`src/spfq_pkg.sv`:
```
`default_nettype none

package spfq_pkg;

   localparam int MODE_W = 2;
   localparam int ID_W   = 16;
   localparam int AGE_W  = 7;
   localparam int LVL_W  = 3;
   localparam int MIN_W  = 11;
   localparam int STAT_W = 2;

   localparam logic [MODE_W-1:0] MODE_INSERT = 2'd0;
   localparam logic [MODE_W-1:0] MODE_CALL   = 2'd1;
   localparam logic [MODE_W-1:0] MODE_SEARCH = 2'd2;

   localparam logic [STAT_W-1:0] STAT_OK        = 2'd0;
   localparam logic [STAT_W-1:0] STAT_EMPTY     = 2'd1;
   localparam logic [STAT_W-1:0] STAT_NOT_FOUND = 2'd2;
   localparam logic [STAT_W-1:0] STAT_FULL      = 2'd3;

   typedef struct packed {
      logic [ID_W-1:0]  id;
      logic [AGE_W-1:0] age;
      logic [LVL_W-1:0] lvl;
      logic [MIN_W-1:0] minute;
   } rec_type;

endpackage

`default_nettype wire

```
`src/strict_priority_five_level_queue_core.sv`:
```
// channel | dir | handshake            | word
// req_    | in  | req_valid/req_ready  | mode, record_id, age, level, arrival_minute
// rsp_    | out | rsp_valid/rsp_ready  | status, out_id, out_age, out_level, out_minute
//
// Insert ends early when the pool is full, call when all levels are empty; an unused
// mode goes straight to the hand-over in S_EMIT.
// Search reads one pooled record per cycle from the record/link memory port, and a
// word is handed over in S_EMIT once the record is found or the levels run out.
// Synchronous reset empties all levels and the pool at once; no clearing pass.
// One word at a time; a new word is taken while the last result still waits on rsp_,
// and a second finished result holds the core until rsp_ drains.
`default_nettype none

module strict_priority_five_level_queue_core #(
   parameter int NUM_LEVELS = 5,
   parameter int POOL_DEPTH = 64
) (
   input  wire                             clock,
   input  wire                             reset,
   input  wire                             req_valid,
   output logic                            req_ready,
   input  wire  [spfq_pkg::MODE_W-1:0]     req_mode,
   input  wire  [spfq_pkg::ID_W-1:0]       req_record_id,
   input  wire  [spfq_pkg::AGE_W-1:0]      req_age,
   input  wire  [spfq_pkg::LVL_W-1:0]      req_level,
   input  wire  [spfq_pkg::MIN_W-1:0]      req_arrival_minute,
   output logic                            rsp_valid,
   input  wire                             rsp_ready,
   output logic [spfq_pkg::STAT_W-1:0]     rsp_status,
   output logic [spfq_pkg::ID_W-1:0]       rsp_out_id,
   output logic [spfq_pkg::AGE_W-1:0]      rsp_out_age,
   output logic [spfq_pkg::LVL_W-1:0]      rsp_out_level,
   output logic [spfq_pkg::MIN_W-1:0]      rsp_out_minute
);

   localparam int AW = (POOL_DEPTH > 1) ? $clog2(POOL_DEPTH) : 1;
   localparam int CW = $clog2(POOL_DEPTH + 1);
   localparam int LW = $clog2(NUM_LEVELS);

   typedef enum logic [3:0] {
      S_IDLE,
      S_INS,
      S_INS_POP,
      S_INS_WR,
      S_CALL,
      S_CALL_RD,
      S_SRCH,
      S_SRCH_CMP,
      S_EMIT
   } state_type;

   // memories
   spfq_pkg::rec_type record_mem [POOL_DEPTH];
   logic [AW-1:0]     link_mem   [POOL_DEPTH];
   logic [AW-1:0]     free_mem   [POOL_DEPTH];

   state_type                     state_ff, state_in;
   spfq_pkg::rec_type             req_rec_ff, req_rec_in;
   logic [AW-1:0]                 head_ff [NUM_LEVELS];
   logic [AW-1:0]                 head_in [NUM_LEVELS];
   logic [AW-1:0]                 tail_ff [NUM_LEVELS];
   logic [AW-1:0]                 tail_in [NUM_LEVELS];
   logic [NUM_LEVELS-1:0]         nonempty_ff, nonempty_in;
   logic [CW-1:0]                 fresh_ff, fresh_in;     // never-used entries handed out
   logic [CW-1:0]                 stack_ff, stack_in;     // recycled entries on free stack
   logic [AW-1:0]                 idx_ff, idx_in;
   logic [LW-1:0]                 cur_ff, cur_in;
   logic [spfq_pkg::STAT_W-1:0]   res_status_ff, res_status_in;
   spfq_pkg::rec_type             res_rec_ff, res_rec_in;
   logic                          rsp_valid_ff, rsp_valid_in;
   logic [spfq_pkg::STAT_W-1:0]   rsp_status_ff, rsp_status_in;
   spfq_pkg::rec_type             rsp_rec_ff, rsp_rec_in;

   spfq_pkg::rec_type             rec_rd_ff;
   logic [AW-1:0]                 link_rd_ff;
   logic [AW-1:0]                 free_rd_ff;

   logic                          rd_en;
   logic [AW-1:0]                 rd_addr;
   logic                          rec_we;
   logic                          link_we;
   logic [AW-1:0]                 link_waddr;
   logic                          free_we;
   logic                          free_rd_en;
   logic [AW-1:0]                 free_rd_addr;

   logic [spfq_pkg::LVL_W-1:0]    lvl_sat;
   logic [LW-1:0]                 lvl_idx;
   logic                          first_found;
   logic [LW-1:0]                 first_lvl;
   logic                          next_found;
   logic [LW-1:0]                 next_lvl;
   logic                          can_emit;
   logic                          pool_full;

   assign lvl_sat = (int'(req_level) >= NUM_LEVELS) ?
                    spfq_pkg::LVL_W'(NUM_LEVELS - 1) : req_level;
   assign lvl_idx   = LW'(req_rec_ff.lvl);
   assign can_emit  = !rsp_valid_ff || rsp_ready;
   assign pool_full = (fresh_ff == CW'(POOL_DEPTH)) && (stack_ff == '0);

   // lowest nonempty level, and lowest nonempty level above cur_ff
   always_comb begin
      first_found = 1'b0;
      first_lvl   = '0;
      next_found  = 1'b0;
      next_lvl    = '0;
      for (int i = NUM_LEVELS - 1; i >= 0; i--) begin
         if (nonempty_ff[i]) begin
            first_found = 1'b1;
            first_lvl   = LW'(i);
         end
         if (nonempty_ff[i] && (LW'(i) > cur_ff)) begin
            next_found = 1'b1;
            next_lvl   = LW'(i);
         end
      end
   end

   always_comb begin
      state_in      = state_ff;
      req_rec_in    = req_rec_ff;
      head_in       = head_ff;
      tail_in       = tail_ff;
      nonempty_in   = nonempty_ff;
      fresh_in      = fresh_ff;
      stack_in      = stack_ff;
      idx_in        = idx_ff;
      cur_in        = cur_ff;
      res_status_in = res_status_ff;
      res_rec_in    = res_rec_ff;
      rsp_valid_in  = rsp_valid_ff && !rsp_ready;
      rsp_status_in = rsp_status_ff;
      rsp_rec_in    = rsp_rec_ff;
      rd_en         = 1'b0;
      rd_addr       = idx_ff;
      rec_we        = 1'b0;
      link_we       = 1'b0;
      link_waddr    = '0;
      free_we       = 1'b0;
      free_rd_en    = 1'b0;
      free_rd_addr  = '0;

      unique case (state_ff)
         S_IDLE: begin
            if (req_valid) begin
               req_rec_in.id     = req_record_id;
               req_rec_in.age    = req_age;
               req_rec_in.lvl    = lvl_sat;
               req_rec_in.minute = req_arrival_minute;
               res_status_in     = spfq_pkg::STAT_OK;
               res_rec_in        = '0;
               unique case (req_mode)
                  spfq_pkg::MODE_INSERT: state_in = S_INS;
                  spfq_pkg::MODE_CALL:   state_in = S_CALL;
                  spfq_pkg::MODE_SEARCH: state_in = S_SRCH;
                  default:               state_in = S_EMIT;
               endcase
            end
         end
         S_INS: begin
            if (pool_full) begin
               res_status_in = spfq_pkg::STAT_FULL;
               state_in      = S_EMIT;
            end else if (stack_ff != '0) begin
               free_rd_en   = 1'b1;
               free_rd_addr = AW'(stack_ff - 1'b1);
               stack_in     = stack_ff - 1'b1;
               state_in     = S_INS_POP;
            end else begin
               idx_in   = AW'(fresh_ff);
               fresh_in = fresh_ff + 1'b1;
               state_in = S_INS_WR;
            end
         end
         S_INS_POP: begin
            idx_in   = free_rd_ff;
            state_in = S_INS_WR;
         end
         S_INS_WR: begin
            rec_we = 1'b1;
            // tail's link is only written when a successor arrives
            if (nonempty_ff[lvl_idx]) begin
               link_we    = 1'b1;
               link_waddr = tail_ff[lvl_idx];
            end else begin
               head_in[lvl_idx] = idx_ff;
            end
            tail_in[lvl_idx]     = idx_ff;
            nonempty_in[lvl_idx] = 1'b1;
            state_in             = S_EMIT;
         end
         S_CALL: begin
            if (!first_found) begin
               res_status_in = spfq_pkg::STAT_EMPTY;
               state_in      = S_EMIT;
            end else begin
               rd_en    = 1'b1;
               rd_addr  = head_ff[first_lvl];
               idx_in   = head_ff[first_lvl];
               cur_in   = first_lvl;
               state_in = S_CALL_RD;
            end
         end
         S_CALL_RD: begin
            res_rec_in = rec_rd_ff;
            if (idx_ff == tail_ff[cur_ff]) begin
               nonempty_in[cur_ff] = 1'b0;
            end else begin
               head_in[cur_ff] = link_rd_ff;
            end
            free_we  = 1'b1;
            stack_in = stack_ff + 1'b1;
            state_in = S_EMIT;
         end
         S_SRCH: begin
            if (!first_found) begin
               res_status_in = spfq_pkg::STAT_NOT_FOUND;
               state_in      = S_EMIT;
            end else begin
               rd_en    = 1'b1;
               rd_addr  = head_ff[first_lvl];
               idx_in   = head_ff[first_lvl];
               cur_in   = first_lvl;
               state_in = S_SRCH_CMP;
            end
         end
         S_SRCH_CMP: begin
            if (rec_rd_ff.id == req_rec_ff.id) begin
               res_rec_in = rec_rd_ff;
               state_in   = S_EMIT;
            end else if (idx_ff == tail_ff[cur_ff]) begin
               if (next_found) begin
                  rd_en   = 1'b1;
                  rd_addr = head_ff[next_lvl];
                  idx_in  = head_ff[next_lvl];
                  cur_in  = next_lvl;
               end else begin
                  res_status_in = spfq_pkg::STAT_NOT_FOUND;
                  state_in      = S_EMIT;
               end
            end else begin
               rd_en   = 1'b1;
               rd_addr = link_rd_ff;
               idx_in  = link_rd_ff;
            end
         end
         S_EMIT: begin
            if (can_emit) begin
               rsp_valid_in  = 1'b1;
               rsp_status_in = res_status_ff;
               rsp_rec_in    = res_rec_ff;
               state_in      = S_IDLE;
            end
         end
         default: begin
            state_in = S_IDLE;
         end
      endcase
   end

   always_ff @(posedge clock) begin
      req_rec_ff    <= req_rec_in;
      idx_ff        <= idx_in;
      cur_ff        <= cur_in;
      res_status_ff <= res_status_in;
      res_rec_ff    <= res_rec_in;
      rsp_status_ff <= rsp_status_in;
      rsp_rec_ff    <= rsp_rec_in;
      head_ff       <= head_in;
      tail_ff       <= tail_in;
      if (reset) begin
         state_ff     <= S_IDLE;
         nonempty_ff  <= '0;
         fresh_ff     <= '0;
         stack_ff     <= '0;
         rsp_valid_ff <= 1'b0;
      end else begin
         state_ff     <= state_in;
         nonempty_ff  <= nonempty_in;
         fresh_ff     <= fresh_in;
         stack_ff     <= stack_in;
         rsp_valid_ff <= rsp_valid_in;
      end
   end

   // record and link memories share one read address
   always_ff @(posedge clock) begin
      if (rec_we) begin
         record_mem[idx_ff] <= req_rec_ff;
      end
      if (link_we) begin
         link_mem[link_waddr] <= idx_ff;
      end
      if (rd_en) begin
         rec_rd_ff  <= record_mem[rd_addr];
         link_rd_ff <= link_mem[rd_addr];
      end
   end

   always_ff @(posedge clock) begin
      if (free_we) begin
         free_mem[AW'(stack_ff)] <= idx_ff;
      end
      if (free_rd_en) begin
         free_rd_ff <= free_mem[free_rd_addr];
      end
   end

   assign req_ready      = (state_ff == S_IDLE);
   assign rsp_valid      = rsp_valid_ff;
   assign rsp_status     = rsp_status_ff;
   assign rsp_out_id     = rsp_rec_ff.id;
   assign rsp_out_age    = rsp_rec_ff.age;
   assign rsp_out_level  = rsp_rec_ff.lvl;
   assign rsp_out_minute = rsp_rec_ff.minute;

   // recycled entries can never outnumber those handed out
   a_free_accounting: assert property (@(posedge clock) disable iff (reset)
      (stack_ff <= fresh_ff) && (fresh_ff <= CW'(POOL_DEPTH)))
      else $error("free pool accounting broken");

   a_walk_level_live: assert property (@(posedge clock) disable iff (reset)
      (state_ff == S_SRCH_CMP || state_ff == S_CALL_RD) |-> nonempty_ff[cur_ff])
      else $error("walking an empty level");

   a_insert_marks_level: assert property (@(posedge clock) disable iff (reset)
      (state_ff == S_INS_WR) |=> nonempty_ff[lvl_idx])
      else $error("insert left its level empty");

   a_search_no_change: assert property (@(posedge clock) disable iff (reset)
      (state_ff == S_SRCH_CMP) |=> ($stable(nonempty_ff) && $stable(stack_ff)))
      else $error("queue state changed during search");

endmodule

`default_nettype wire
```
`config.mk`:
```
export PLATFORM = sky130hd
export DESIGN_NAME = strict_priority_five_level_queue_core
export DESIGN_NICKNAME = d
export VERILOG_FILES = /design/src/spfq_pkg.sv /design/src/strict_priority_five_level_queue_core.sv
export SDC_FILE = /design/constraint.sdc
export NUM_CORES = 2
export LEC_CHECK = 0
export ABC_CLOCK_PERIOD_IN_PS = 4780
export BUFFER_PORTS_ARGS = -buffer_cell sky130_fd_sc_hd__buf_2
export CAP_MARGIN = 20
export CORE_MARGIN = 4
export CORE_UTILIZATION = 25
export CTS_CLUSTER_SIZE = 14
export DETAILED_ROUTE_END_ITERATION = 7
export PLACE_DENSITY = 0.4
export SYNTH_ARGS = -nofsm -noshare
export SYNTH_HDL_FRONTEND = slang
export SYNTH_SLANG_ARGS = --single-unit
```
`constraint.sdc`:
```
create_clock -name clock -period 4.78 [get_ports clock]
set_input_delay 0.239 -clock clock [delete_from_list [all_inputs] [get_ports clock]]
set_output_delay 0.239 -clock clock [all_outputs]
set_load 0.02 [all_outputs]
```
==> Implementation_results.wiki <==
{| class="wikitable"
! Metric !! Value
|-
| Cell-by-cell trace of the critical path || xor2_2, nor4_4, nand4_1, buf_6, and2_1, o211ai_1, o311a_4, buf_12, buf_16, buf_12, mux2i_1, a22o_1, a31oi_1, nand4_1, buf_4, nand4_1, a211o_1
|-
| Area share of the leading cell type in the synthesized netlist || 0.7566
|-
| Area growth syn-to-layout || 22.64%
|-
| Routed wire length || 489200 um
|-
| Achievable clock frequency || roughly 0.21 GHz
|-
| Vias after detailed routing || approximately 86000
|-
| Worst rel slew slack || 0.2802
|-
| Via density per instance || 4.830
|-
| EDFF count, synth || around 3400
|-
| Die Y-Extent || roughly 740 um
|-
| Startpoint type of the worst setup path || flop
|-
| CTS sink count || 3393
|-
| Fill cell total of the finished layout || ~53000
|-
| Register area share after synthesis || 0.7602
|-
| Worst-case hold slack || 0.1023 ns
|-
| Top cells by area in the synthesized netlist || sky130_fd_sc_hd__edfxtp_1 (76%), sky130_fd_sc_hd__nand2_1 (7.3%), sky130_fd_sc_hd__nand3_1 (2.4%), sky130_fd_sc_hd__mux2i_1 (2.1%), sky130_fd_sc_hd__clkbuf_1 (1.2%)
|-
| Final period demand of the worst path || 4.781 ns
|-
| Worst setup margin || -0.0006897 ns
|-
| Longest Clk Path Bufs || 4
|-
| Combined area of the multi-input logic cells || 30380 um2
|-
| Violated checks || negative setup slack
|-
| Fraction of layout cells with a size suffix above 1 || 0.1499
|-
| Number of max-slew violations in the final report || 0
|-
| Setup TNS || -0.0006897 ns
|-
| Cell type with the largest total area after synthesis || sky130_fd_sc_hd__edfxtp_1
|-
| Die X-Extent || about 740 um
|-
| Highest-count cells in the layout ignoring fill and taps || sky130_fd_sc_hd__edfxtp_1 (3369), sky130_fd_sc_hd__nand2_1 (2605), sky130_fd_sc_hd__nand3_1 (643)
|-
| Tightest Hold Check Type || in -> reg
|-
| Number of antenna violations at the first check in global routing || 47
|-
| CTS tree || built
|-
| Placed cells || about 17000
|-
| Number of DRC violations after detailed-routing iteration 0 || about 8900
|-
| Maximum number of pins on one net before global-route repair || 150
|-
| Register area || ~100000 um2
|-
| Portion of the clock cycle consumed by the worst path in the final layout || 1.000
|-
| Global routing usage on met3 || 0.02196
|-
| Fraction of met2 tracks used by global routing || 0.2823
|-
| Library cell appearing most often on the critical path || sky130_fd_sc_hd__nand4_1
|-
| Cell chosen for the clock root || sky130_fd_sc_hd__clkbuf_16
|-
| Initial Utilization || 0.2509
|-
| # setup viols final || 1
|-
| Cell count after synthesis || a little under 10000
|-
| Global-route congestion overflow total || 0
|-
| Leading cell type in the layout, fill and taps excluded || sky130_fd_sc_hd__edfxtp_1
|-
| Highest net fanout along the worst path || 27
|-
| Total global-route track usage || 0.1725
|-
| Result of the run || finished with violations
|-
| Buffers on Ports || 83
|-
| Type of the worst setup path || reg -> reg
|-
| DP Wirelength || about 300000 um
|-
| WL/cell || between 20 and 30 um
|-
| Die Area || roughly 550000 um2
|-
| Average cell area after synthesis || around 14 um2
|-
| Level count of the clock H-tree || 5
|-
| Final cell utilization of the core || 0.3077
|-
| Power Density || approximately 630 nW/um2
|-
| Met1 layer usage reported by global route || 0.2441
|-
| Crit path DAT || 5.54 ns
|-
| Unrepaired setup endpoints after global routing || true
|-
| Fraction of registers with async set or reset after synthesis || 0
|-
| Pre-CTS setup slack || -0.6892 ns
|-
| CP max stage cell || sky130_fd_sc_hd__edfxtp_1
|-
| Antenna-violating nets left || 0
|-
| Net count of the mapped netlist || 9746
|-
| Slowest Stage Delay on Critical Path || roughly 0.53 ns
|-
| Netlist Area Pre-Place || ~130000 um2
|-
| Placeable core region || approximately 530000 um2
|-
| Flip-flop and latch count after synthesis || 3393
|-
| Number of distinct library cells after synthesis || between 70 and 80
|-
| Crit path depth || 17
|-
| Number of remaining DRC errors || 0
|-
| Final weighted congestion in routability-driven placement || about 0.8
|-
| Family with the most delay on the worst path || simple AND/OR/NAND/NOR gates
|-
| Number of warning messages in the yosys log || 0
|-
| Number of rows created at floorplan || around 270
|-
| Path depth of the worst reg2reg path || 17
|-
| Total buffers and inverters traversed by the critical path || 5
|-
| Non-filler instance count after layout || between 15000 and 20000
|-
| Clock slew at reported path FFs || 0.06 ns
|-
| Final Hold Fails || 0
|-
| WHS Path Cells || 2
|-
| Critical path endpoint category || flop
|-
| Vias in the first global route || 84210
|-
| Peak ir drop on the vdd network || approximately 0.00063 V
|-
| Leakage || 55.13 nW
|-
| Number of I/O pins || 84
|-
| Wire length of the first global-routing pass || 680100 um
|-
| Transition at the pin with the smallest max-transition slack || approximately 1.1 ns
|-
| Number of maximum-capacitance constraint violations || 0
|-
| Iteration count of the initial detailed-routing pass || 8
|-
| Most heavily used metal layer in global routing || met2
|-
| Insertion delay to the later sink of the worst-skew pair || 1.00 ns
|-
| Clock Skew || between 0.08 and 0.09 ns
|-
| Required time worst endpoint || around 5.5 ns
|-
| Main flop type after synthesis || sky130_fd_sc_hd__edfxtp_1
|-
| Nets || roughly 11000
|-
| Number of CTS-inserted buffers || 379
|}
## stage by stage
stage	area (um2)	power, W
final	164000	0.1033
after global routing	164000	0.1080
after CTS	163800	0.1042
after floorplan	134000	0.05580
after global placement	150500	0.07466
after detailed placement	150600	0.07467
## routing by layer
| layer | part of all wire | vias to the layer above |
|---|---|---|
| met4 | 0.022 | 6 |
| met1 | 0.45 | 44720 |
| met3 | 0.055 | 573 |
| met2 | 0.47 | 2833 |
| met5 | 0.000069 | - |
| li1 | - | 38050 |
## where the power goes
part	internal [W]	switching [W]	leakage, nW
sequential	0.0362	0.000353	30.6
clock	0.0163	0.0123	5.79
combinational	0.0131	0.0250	18.8
total	0.0656	0.0377	55.1
## registers in the layout, indices dropped and copies added, names as in the netlist, 3 cells and up
register,flops
cur_ff,3
free_mem,384
free_rd_ff,6
fresh_ff,7
head_ff,30
idx_ff,6
link_mem,384
link_rd_ff,6
lvl_idx,3
nonempty_ff,5
rec_rd_ff,37
record_mem,2368
req_rec_ff,34
res_rec_ff,37
rsp_out_age,7
rsp_out_id,16
rsp_out_level,3
rsp_out_minute,11
stack_ff,7
state_ff,4
tail_ff,30
## cell usage after synthesis, types with 23 or more instances
cell / instances
sky130_fd_sc_hd__edfxtp_1: 3369
sky130_fd_sc_hd__nand2_1: 2608
sky130_fd_sc_hd__nand3_1: 645
sky130_fd_sc_hd__clkbuf_1: 433
sky130_fd_sc_hd__o21ai_0: 296
sky130_fd_sc_hd__mux2i_1: 281
sky130_fd_sc_hd__nor2_1: 276
sky130_fd_sc_hd__nand4_1: 218
sky130_fd_sc_hd__a31oi_1: 187
sky130_fd_sc_hd__and3_1: 185
sky130_fd_sc_hd__a32oi_1: 123
sky130_fd_sc_hd__or3_1: 102
sky130_fd_sc_hd__a211oi_1: 101
sky130_fd_sc_hd__buf_2: 96
sky130_fd_sc_hd__o22ai_1: 87
sky130_fd_sc_hd__buf_1: 79
sky130_fd_sc_hd__o211ai_1: 73
sky130_fd_sc_hd__a21oi_1: 53
sky130_fd_sc_hd__a32o_1: 52
sky130_fd_sc_hd__a22o_1: 51
sky130_fd_sc_hd__a211o_1: 50
sky130_fd_sc_hd__and2_1: 50
sky130_fd_sc_hd__inv_1: 27
sky130_fd_sc_hd__a311oi_1: 26
sky130_fd_sc_hd__dfxtp_1: 24
sky130_fd_sc_hd__xor2_1: 23
## kinds of logic (layout without fill, tap and decap cells)
family          count (synthesis)  count (layout)  synth area share
compound gates               1167            1167           0.06039
fa+ha+maj                       8               8         0.0007487
xor+xnor                       35              35          0.002293
other cells                     0              10                 0
mux                           286             286           0.02181
buf+inv                       639            1757           0.01895
flops                        3393            3393            0.7602
simple gates                 4167            4167            0.1356
## area by class of cell
cell class,count,share of cell area
Antenna cell,10,0.0001526
Clock buffer,471,0.06026
Clock inverter,214,0.01242
Inverter,27,0.0006257
Multi-Input combinational cell,5663,0.1853
Sequential cell,3393,0.6199
Tap cell,7020,0.05357
Timing Repair Buffer,1045,0.06777
## worst reg2reg max path, stage by stage (launching register included)
cell                       delay, ns
sky130_fd_sc_hd__edfxtp_1       0.53
sky130_fd_sc_hd__xor2_2         0.22
sky130_fd_sc_hd__nor4_4         0.43
sky130_fd_sc_hd__nand4_1        0.38
sky130_fd_sc_hd__buf_6          0.30
sky130_fd_sc_hd__and2_1         0.25
sky130_fd_sc_hd__o211ai_1       0.16
sky130_fd_sc_hd__o311a_4        0.41
sky130_fd_sc_hd__buf_12         0.17
sky130_fd_sc_hd__buf_16         0.18
sky130_fd_sc_hd__buf_12         0.24
sky130_fd_sc_hd__mux2i_1        0.38
sky130_fd_sc_hd__a22o_1         0.18
sky130_fd_sc_hd__a31oi_1        0.05
sky130_fd_sc_hd__nand4_1        0.16
sky130_fd_sc_hd__buf_4          0.15
sky130_fd_sc_hd__nand4_1        0.07
sky130_fd_sc_hd__a211o_1        0.30
## path summary, 6_finish.rpt
path                          startpoint                           to  slack, ns
min                     req_record_id[1]     req_rec_ff[22]$_DFFE_PP_       0.10
max reg2reg     req_rec_ff[28]$_DFFE_PP_      rec_rd_ff[32]$_DFFE_PP_    -0.0007
max             req_rec_ff[28]$_DFFE_PP_      rec_rd_ff[32]$_DFFE_PP_    -0.0007
min reg2reg  res_rec_ff[3]$_SDFFCE_PN0P_  rsp_out_minute[3]$_DFFE_PP_       0.42
## what timing repair did
action                     in CTS  in global routing
setup buffers                  32                 12
pin swaps                      17                  8
gates cloned                    5                  0
setup endpoints to repair      43                 39
hold endpoints to repair       65                  0
resized for setup              30                 13
hold buffers                   64                  0
(Power assumes the default switching activity.)
